## config.mk

```make
export PLATFORM = sky130hd
export DESIGN_NAME = fixed_slot_pool_allocator_top
export DESIGN_NICKNAME = d
export VERILOG_FILES = /design/src/design/fspa_pkg.sv /design/src/design/fspa_mem.sv /design/src/design/fixed_slot_pool_allocator_top.sv
export SDC_FILE = /design/constraint.sdc
export NUM_CORES = 1
export LEC_CHECK = 0
export BUFFER_PORTS_ARGS = -buffer_cell sky130_fd_sc_hd__buf_4
export CAP_MARGIN = 40
export CORE_MARGIN = 10
export CORE_UTILIZATION = 60
export CTS_CLUSTER_SIZE = 25
export DETAILED_ROUTE_END_ITERATION = 16
export PLACE_DENSITY_LB_ADDON = 0.08
export SYNTH_ARGS = -nofsm -noshare
export SYNTH_HDL_FRONTEND = slang
export SYNTH_SLANG_ARGS = --single-unit
```

## constraint.sdc

```tcl
create_clock -name clock -period 5.3 [get_ports clock]
set_clock_uncertainty 0.15 [all_clocks]
set_input_delay 1.06 -clock clock [delete_from_list [all_inputs] [get_ports clock]]
set_output_delay 1.06 -clock clock [all_outputs]
set_load 0.03 [all_outputs]
```

## src/design/fspa_pkg.sv

```systemverilog
// ----------------------------------------------------------------------------
// fspa_pkg
// Shared types and constants for the fixed slot pool allocator.
// ----------------------------------------------------------------------------
`default_nettype none

package fspa_pkg;

   localparam int MAX_SLOTS = 64;
   localparam int SLOT_W    = $clog2(MAX_SLOTS);
   localparam int COUNT_W   = $clog2(MAX_SLOTS + 1);

   typedef enum logic {
      CMD_ALLOC = 1'b0,
      CMD_FREE  = 1'b1
   } command_type;

   typedef enum logic [1:0] {
      ST_OK     = 2'd0,
      ST_EMPTY  = 2'd1,
      ST_DOUBLE = 2'd2,
      ST_RANGE  = 2'd3
   } status_type;

   typedef enum logic {
      S_IDLE = 1'b0,
      S_EXEC = 1'b1
   } state_type;

   typedef struct packed {
      command_type        command;
      logic [SLOT_W-1:0]  slot_index;
   } req_type;

   typedef struct packed {
      status_type         status;
      logic [SLOT_W-1:0]  granted_index;
      logic [COUNT_W-1:0] live_slots;
      logic [COUNT_W-1:0] free_slots;
   } rsp_type;

   typedef struct packed {
      logic               clear;
      logic               rd_en;
      logic [SLOT_W-1:0]  stk_ra;
      logic [SLOT_W-1:0]  flg_ra;
      logic               stk_we;
      logic [SLOT_W-1:0]  stk_wa;
      logic [SLOT_W-1:0]  stk_wd;
      logic               flg_we;
      logic [SLOT_W-1:0]  flg_wa;
      logic               flg_wd;
   } mem_ctl_type;

endpackage

`default_nettype wire

```

## src/design/fspa_mem.sv

```systemverilog
// ----------------------------------------------------------------------------
// fspa_mem
// Free stack and per-slot free flag memories with registered reads.
// Per-entry written bits give the initial contents without a clearing pass.
// ----------------------------------------------------------------------------
`default_nettype none

module fspa_mem (
   input  wire logic                          clock,
   input  wire logic                          reset,
   input  wire fspa_pkg::mem_ctl_type         ctl,
   input  wire logic [fspa_pkg::COUNT_W-1:0]  slot_count,
   output logic      [fspa_pkg::SLOT_W-1:0]   stack_top,
   output logic                               slot_free
);

   logic [fspa_pkg::SLOT_W-1:0]    stack_ram [fspa_pkg::MAX_SLOTS];
   logic                           flag_ram  [fspa_pkg::MAX_SLOTS];

   logic [fspa_pkg::MAX_SLOTS-1:0] stk_written_ff;
   logic [fspa_pkg::MAX_SLOTS-1:0] stk_written_in;
   logic [fspa_pkg::MAX_SLOTS-1:0] flg_written_ff;
   logic [fspa_pkg::MAX_SLOTS-1:0] flg_written_in;

   logic [fspa_pkg::SLOT_W-1:0]    stk_rdata_ff;
   logic [fspa_pkg::SLOT_W-1:0]    stk_ra_ff;
   logic                           stk_hit_ff;
   logic                           flg_rdata_ff;
   logic [fspa_pkg::SLOT_W-1:0]    flg_ra_ff;
   logic                           flg_hit_ff;

   always_ff @(posedge clock) begin
      if (ctl.stk_we) begin
         stack_ram[ctl.stk_wa] <= ctl.stk_wd;
      end
      if (ctl.rd_en) begin
         stk_rdata_ff <= stack_ram[ctl.stk_ra];
         stk_hit_ff   <= stk_written_ff[ctl.stk_ra];
         stk_ra_ff    <= ctl.stk_ra;
      end
   end

   always_ff @(posedge clock) begin
      if (ctl.flg_we) begin
         flag_ram[ctl.flg_wa] <= ctl.flg_wd;
      end
      if (ctl.rd_en) begin
         flg_rdata_ff <= flag_ram[ctl.flg_ra];
         flg_hit_ff   <= flg_written_ff[ctl.flg_ra];
         flg_ra_ff    <= ctl.flg_ra;
      end
   end

   always_comb begin
      stk_written_in = stk_written_ff;
      flg_written_in = flg_written_ff;
      if (ctl.clear) begin
         stk_written_in = '0;
         flg_written_in = '0;
      end else begin
         if (ctl.stk_we) begin
            stk_written_in[ctl.stk_wa] = 1'b1;
         end
         if (ctl.flg_we) begin
            flg_written_in[ctl.flg_wa] = 1'b1;
         end
      end
   end

   always_ff @(posedge clock) begin
      if (reset) begin
         stk_written_ff <= '0;
         flg_written_ff <= '0;
      end else begin
         stk_written_ff <= stk_written_in;
         flg_written_ff <= flg_written_in;
      end
   end

   // unwritten stack entry i holds i; unwritten flag is set below slot_count
   assign stack_top = stk_hit_ff ? stk_rdata_ff : stk_ra_ff;
   assign slot_free = flg_hit_ff ? flg_rdata_ff : ({1'b0, flg_ra_ff} < slot_count);

endmodule

`default_nettype wire

```

## src/design/fixed_slot_pool_allocator_top.sv

```systemverilog
// ----------------------------------------------------------------------------
// fixed_slot_pool_allocator_top
// Fixed-size slot pool with a LIFO free stack and per-slot double-free check.
// ----------------------------------------------------------------------------
// For each request the free stack and free-flag memories are read in the
// cycle the request transfer completes, and the EXEC state then checks,
// updates and writes back, loading the response register. A new
// request is taken while the previous response waits; the update stalls only
// while a response is still held. Writing slot_count (0 reads as 1, above 64
// as 64) reinitialises the pool at once; no clearing pass is needed after
// reset.
`default_nettype none

module fixed_slot_pool_allocator_top (
   input  wire logic                          clock,
   input  wire logic                          reset,
   input  wire logic                          req_valid,
   output logic                               req_ready,
   input  wire fspa_pkg::req_type             req_payload,
   output logic                               rsp_valid,
   input  wire logic                          rsp_ready,
   output fspa_pkg::rsp_type                  rsp_payload,
   input  wire logic                          csr_we,
   input  wire logic [fspa_pkg::COUNT_W-1:0]  csr_wdata
);

   fspa_pkg::state_type            state_ff, state_in;
   fspa_pkg::req_type              req_ff;
   logic [fspa_pkg::COUNT_W-1:0]   slot_count_ff, slot_count_in;
   logic [fspa_pkg::COUNT_W-1:0]   depth_ff, depth_in;
   logic [fspa_pkg::COUNT_W-1:0]   live_ff, live_in;
   logic                           rsp_valid_ff, rsp_valid_in;
   fspa_pkg::rsp_type              rsp_ff, rsp_in;

   fspa_pkg::mem_ctl_type          ctl;
   logic [fspa_pkg::SLOT_W-1:0]    stack_top;
   logic                           slot_free;
   logic                           accept;
   logic                           exec_go;
   logic [fspa_pkg::COUNT_W-1:0]   csr_sat;

   fspa_mem u_mem (
      .clock      (clock),
      .reset      (reset),
      .ctl        (ctl),
      .slot_count (slot_count_ff),
      .stack_top  (stack_top),
      .slot_free  (slot_free)
   );

   always_comb begin
      csr_sat = csr_wdata;
      if (csr_wdata == '0) begin
         csr_sat = fspa_pkg::COUNT_W'(1);
      end else if (csr_wdata > fspa_pkg::COUNT_W'(fspa_pkg::MAX_SLOTS)) begin
         csr_sat = fspa_pkg::COUNT_W'(fspa_pkg::MAX_SLOTS);
      end
   end

   always_comb begin
      state_in      = state_ff;
      slot_count_in = slot_count_ff;
      depth_in      = depth_ff;
      live_in       = live_ff;
      rsp_valid_in  = rsp_valid_ff;
      rsp_in        = rsp_ff;
      req_ready     = 1'b0;
      exec_go       = 1'b0;

      ctl        = '0;
      ctl.stk_ra = depth_ff[fspa_pkg::SLOT_W-1:0] - fspa_pkg::SLOT_W'(1);
      ctl.flg_ra = req_payload.slot_index;

      if (rsp_ready) begin
         rsp_valid_in = 1'b0;
      end

      unique case (state_ff)
         fspa_pkg::S_IDLE: begin
            req_ready = 1'b1;
            if (req_valid) begin
               ctl.rd_en = 1'b1;
               state_in  = fspa_pkg::S_EXEC;
            end
         end
         fspa_pkg::S_EXEC: begin
            exec_go = !rsp_valid_ff || rsp_ready;
            if (exec_go) begin
               state_in             = fspa_pkg::S_IDLE;
               rsp_valid_in         = 1'b1;
               rsp_in.status        = fspa_pkg::ST_OK;
               rsp_in.granted_index = '0;
               if (req_ff.command == fspa_pkg::CMD_ALLOC) begin
                  if (depth_ff == '0) begin
                     rsp_in.status = fspa_pkg::ST_EMPTY;
                  end else begin
                     rsp_in.granted_index = stack_top;
                     ctl.flg_we = 1'b1;
                     ctl.flg_wa = stack_top;
                     ctl.flg_wd = 1'b0;
                     depth_in   = depth_ff - fspa_pkg::COUNT_W'(1);
                     live_in    = live_ff + fspa_pkg::COUNT_W'(1);
                  end
               end else begin
                  if ({1'b0, req_ff.slot_index} >= slot_count_ff) begin
                     rsp_in.status = fspa_pkg::ST_RANGE;
                  end else if (slot_free ||
                               depth_ff >= fspa_pkg::COUNT_W'(fspa_pkg::MAX_SLOTS)) begin
                     rsp_in.status = fspa_pkg::ST_DOUBLE;
                  end else begin
                     ctl.stk_we = 1'b1;
                     ctl.stk_wa = depth_ff[fspa_pkg::SLOT_W-1:0];
                     ctl.stk_wd = req_ff.slot_index;
                     ctl.flg_we = 1'b1;
                     ctl.flg_wa = req_ff.slot_index;
                     ctl.flg_wd = 1'b1;
                     depth_in   = depth_ff + fspa_pkg::COUNT_W'(1);
                     if (live_ff != '0) begin
                        live_in = live_ff - fspa_pkg::COUNT_W'(1);
                     end
                  end
               end
               rsp_in.live_slots = live_in;
               rsp_in.free_slots = depth_in;
            end
         end
         default: begin
            state_in = fspa_pkg::S_IDLE;
         end
      endcase

      if (csr_we) begin
         slot_count_in = csr_sat;
         depth_in      = csr_sat;
         live_in       = '0;
         ctl.clear     = 1'b1;
      end
   end

   assign accept = req_valid && req_ready;

   always_ff @(posedge clock) begin
      if (reset) begin
         state_ff      <= fspa_pkg::S_IDLE;
         slot_count_ff <= fspa_pkg::COUNT_W'(fspa_pkg::MAX_SLOTS);
         depth_ff      <= fspa_pkg::COUNT_W'(fspa_pkg::MAX_SLOTS);
         live_ff       <= '0;
         rsp_valid_ff  <= 1'b0;
      end else begin
         state_ff      <= state_in;
         slot_count_ff <= slot_count_in;
         depth_ff      <= depth_in;
         live_ff       <= live_in;
         rsp_valid_ff  <= rsp_valid_in;
      end
   end

   always_ff @(posedge clock) begin
      if (accept) begin
         req_ff <= req_payload;
      end
      if (exec_go) begin
         rsp_ff <= rsp_in;
      end
   end

   assign rsp_valid   = rsp_valid_ff;
   assign rsp_payload = rsp_ff;

endmodule

`default_nettype wire

```

==> results.py <==
metrics = {
    "synthesis": {
        "syn_avg_cell_area_um2": 17.33,
        "postSynth.asyncResetShare_pct": 0,
        "synth.most_common_cell": "edfxtp_1",
        "ys_top_cells_by_count": "edfxtp_1 (492), mux4_2 (189), dfxtp_1 (151)",
        "synth_cell_type_count": 58,
        "syn_area_mm2": 0.02578,
        "yosysWarnings": 0,
        "yosys.area.top_type_share_pct": 57.30,
        "ys_seq_area_share_pct": 69.03,
        "synth_edf_count": 492,
        "ys_seq_elements": 643,
        "synthesis.nets": 1521,
        "syn_inst": 1488,
        "synth-main-ff-cell": "edfxtp_1",
        "synth_largest_area_cell": "edfxtp_1",
        "ys_top_cells_by_area": "edfxtp_1 (57%), mux4_2 (17%), dfxtp_1 (12%)",
    },
    "floorplan": {
        "row_count": 75,
        "ios": 43,
        "fp.coreArea_mm2": 0.04223,
        "initial_core_util_pct": 61.05,
        "die_area_mm2": 0.05166,
        "fp.dieW_um": 227.3,
        "die_h_um": 227.3,
    },
    "timing": {
        "fin_setup_tns_ps": 0,
        "tightestPinTransition_ps": 1017,
        "clock.fmax_mhz": 229.6,
        "grt_setup_unrepaired": "false",
        "setup_slack_ps": 945.3,
        "period_minus_slack_ps": 4355,
        "setup_viol": 0,
        "whs_ps": 306.0,
        "slew_violations": 0,
        "slew_headroom_pct": 32.20,
        "period_share_pct": 82.17,
        "hold_viol_final": 0,
    },
    "placed_design": {
        "dp_hpwl_mm": 36.21,
        "postPlaceCellArea_mm2": 0.02684,
        "io_buffers": 42,
        "place.gp.congestion": 0.8507,
        "place_ws_ps": 986.7,
    },
    "clock_tree": {
        "cts_tree": "done",
        "clockRootBuffer": "clkbuf_16",
        "cts_setup_buffers": 0,
        "clkSinkCount": 643,
        "clockBufferDepth": 3,
        "hold_buffers": 0,
        "numCtsBuffers": 67,
        "insertion_delay_ps": 590,
        "cts.repair.resized": 0,
        "clk_pin_slew_worst_paths_ps": 60,
        "htreeDepth": 3,
    },
    "route": {
        "ant_nets": 0,
        "drtIter0Drc": 1463,
        "vias": 13843,
        "dr.pass1.iters": 5,
        "drc": 0,
        "routed_via_density": 6.481,
        "wl_mm": 57.96,
        "wl_per_cell_um": 27.13,
    },
    "worst_setup_path": {
        "r2r_slack_ps": 950,
        "cp_num_buf_inv": 3,
        "crit_path_end_kind": "register",
        "path_max_fanout": 67,
        "cp.arrival_ps": 4640,
        "worstReg2RegEnd": "u_mem.stack_ram[3][2]",
        "path_cells": "ha_1, nand4b_4, a211oi_2, o21a_1, nand3_2, inv_2, buf_4, and2_2, buf_12",
        "r2r.worst_path.cells": 9,
        "cp-start-kind": "register",
        "reg2reg_from": "req_ff[5]",
        "cp_slowest_cell": "and2_2",
        "cp_slowest_stage_delay_ps": 780,
        "cp.required_ps": 5580,
        "cpLargestDelayFamily": "simple AND/OR/NAND/NOR gates",
        "criticalPathCategory": "reg -> reg",
    },
    "worst_hold_path": {
        "whs_path_depth": 1,
        "hold_path_end": "u_mem.flg_written_ff[10]",
        "holdCritStartpoint": "u_mem.flg_written_ff[10]",
        "hp-class": "reg -> reg",
    },
    "cells_and_area": {
        "diodes": 0,
        "layout.nets": 1577,
        "n_fill_cell": 2735,
        "drive_gt1_share_pct": 24.92,
        "finish.instance_area_mm2": 0.02903,
        "syn_to_final_growth_pct": 12.59,
    },
    "grt": {
        "grt_pass1_vias": 13982,
        "grt_max_degree": 131,
        "grt_pass1_wl_mm": 88.17,
        "overflow": 0,
        "antenna_found_initial": 0,
        "grtUsageTotal_pct": 23.09,
    },
    "power": {
        "powerDensity_mw_per_mm2": 373.5,
        "leakage_nw": 10.29,
        "ir_worst_vdd_v": 0.0003293,
        "power_mw": 10.84,
    },
    "job": {
        "drv_cap": 0,
    },
    "status": {
        "status": "finished clean",
    },
}
-- cell type report --
type                       instances  area, um2  share of cell area, %
sequential                       643      17800                  61.32
timing repair buffer              74      659.4                  2.272
clock buffer                      93       1919                  6.612
multi-input combinational        734       7611                  26.22
clock inverter                    29      272.8                 0.9397
inverter                          24      90.09                 0.3103
tap                              539      674.4                  2.323
-- worst max path at each step --
stage,from,to,cells past startpoint
3_3_place_gp,u_mem.flg_ra_ff[0],u_mem.stack_ram[27][2],10
2_1_floorplan,u_mem.flg_ra_ff[0],u_mem.stack_ram[0][4],8
6_report,req_ff[5],u_mem.stack_ram[3][2],9
5_1_grt,u_mem.flg_ra_ff[0],u_mem.stack_ram[29][2],10
4_1_cts,req_ff[5],u_mem.stack_ram[23][2],9
3_5_place_dp,req_ff[5],u_mem.stack_ram[25][2],9
-- where the power goes --
| group | total (mW) | internal [mW] | leakage (nW) | switching, mW |
|---|---|---|---|---|
| Sequential | 5.45 | 5.41 | 6.57 | 0.0355 |
| Combinational | 0.765 | 0.311 | 2.64 | 0.454 |
| Clock | 4.63 | 2.74 | 1.08 | 1.89 |
| Total | 10.8 | 8.47 | 10.3 | 2.38 |
-- kinds of logic (layout without fill, tap and decap cells) --
logic type	after synthesis	in the layout	synth area share, %
AO/OA/AOI/OAI	221	221	6.115
XOR/XNOR	7	7	0.2378
adder cells (fa/ha/maj)	14	14	0.6794
buffers and inverters	111	220	1.699
flip-flops	643	643	69.03
multiplexers	199	199	16.90
AND/OR/NAND/NOR	293	293	5.343
-- cell usage in the layout (no fill, tap or decap), drive strengths merged, types with 10 or more instances in the layout --
cell type / instances
a31oi: 11
nor2: 150
buf: 74
o21ai: 23
nand2: 39
nor3: 18
nand3: 24
clkinv: 21
mux2i: 10
mux4: 189
a21oi: 23
clkbuf: 93
ha: 14
dfxtp: 151
inv: 27
o21a: 124
edfxtp: 492
-- per-layer routing --
layer	part of all wire [%]	vias to the layer above	GRT usage, %	routed length (um)
met2	51	534	38.22	29380
li1	-	6029	-	-
met1	40	7168	30.36	23030
met5	0	-	0	0
met3	6.6	112	4.440	3809
met4	3.0	0	8.040	1735
-- through the flow --
stage | util, % | instances
finish | 68.74 | 2136
global route | 68.74 | 2136
detailed placement | 63.55 | 2014
CTS | 68.74 | 2136
global placement | 63.48 | 2012
floorplan | - | 1488
-- registers in the layout (all words and copies together) (netlist names) --
| signal | cells |
|---|---|
| depth_ff | 7 |
| live_ff | 7 |
| req_ff | 2 |
| rsp_payload | 22 |
| rsp_valid | 1 |
| slot_count_ff | 7 |
| state_ff | 1 |
| u_mem.flag_ram | 64 |
| u_mem.flg_hit_ff | 1 |
| u_mem.flg_ra_ff | 5 |
| u_mem.flg_rdata_ff | 1 |
| u_mem.flg_written_ff | 64 |
| u_mem.stack_ram | 384 |
| u_mem.stk_hit_ff | 1 |
| u_mem.stk_ra_ff | 6 |
| u_mem.stk_rdata_ff | 6 |
| u_mem.stk_written_ff | 64 |
No activity file was read; power rests on OpenSTA's default activity.
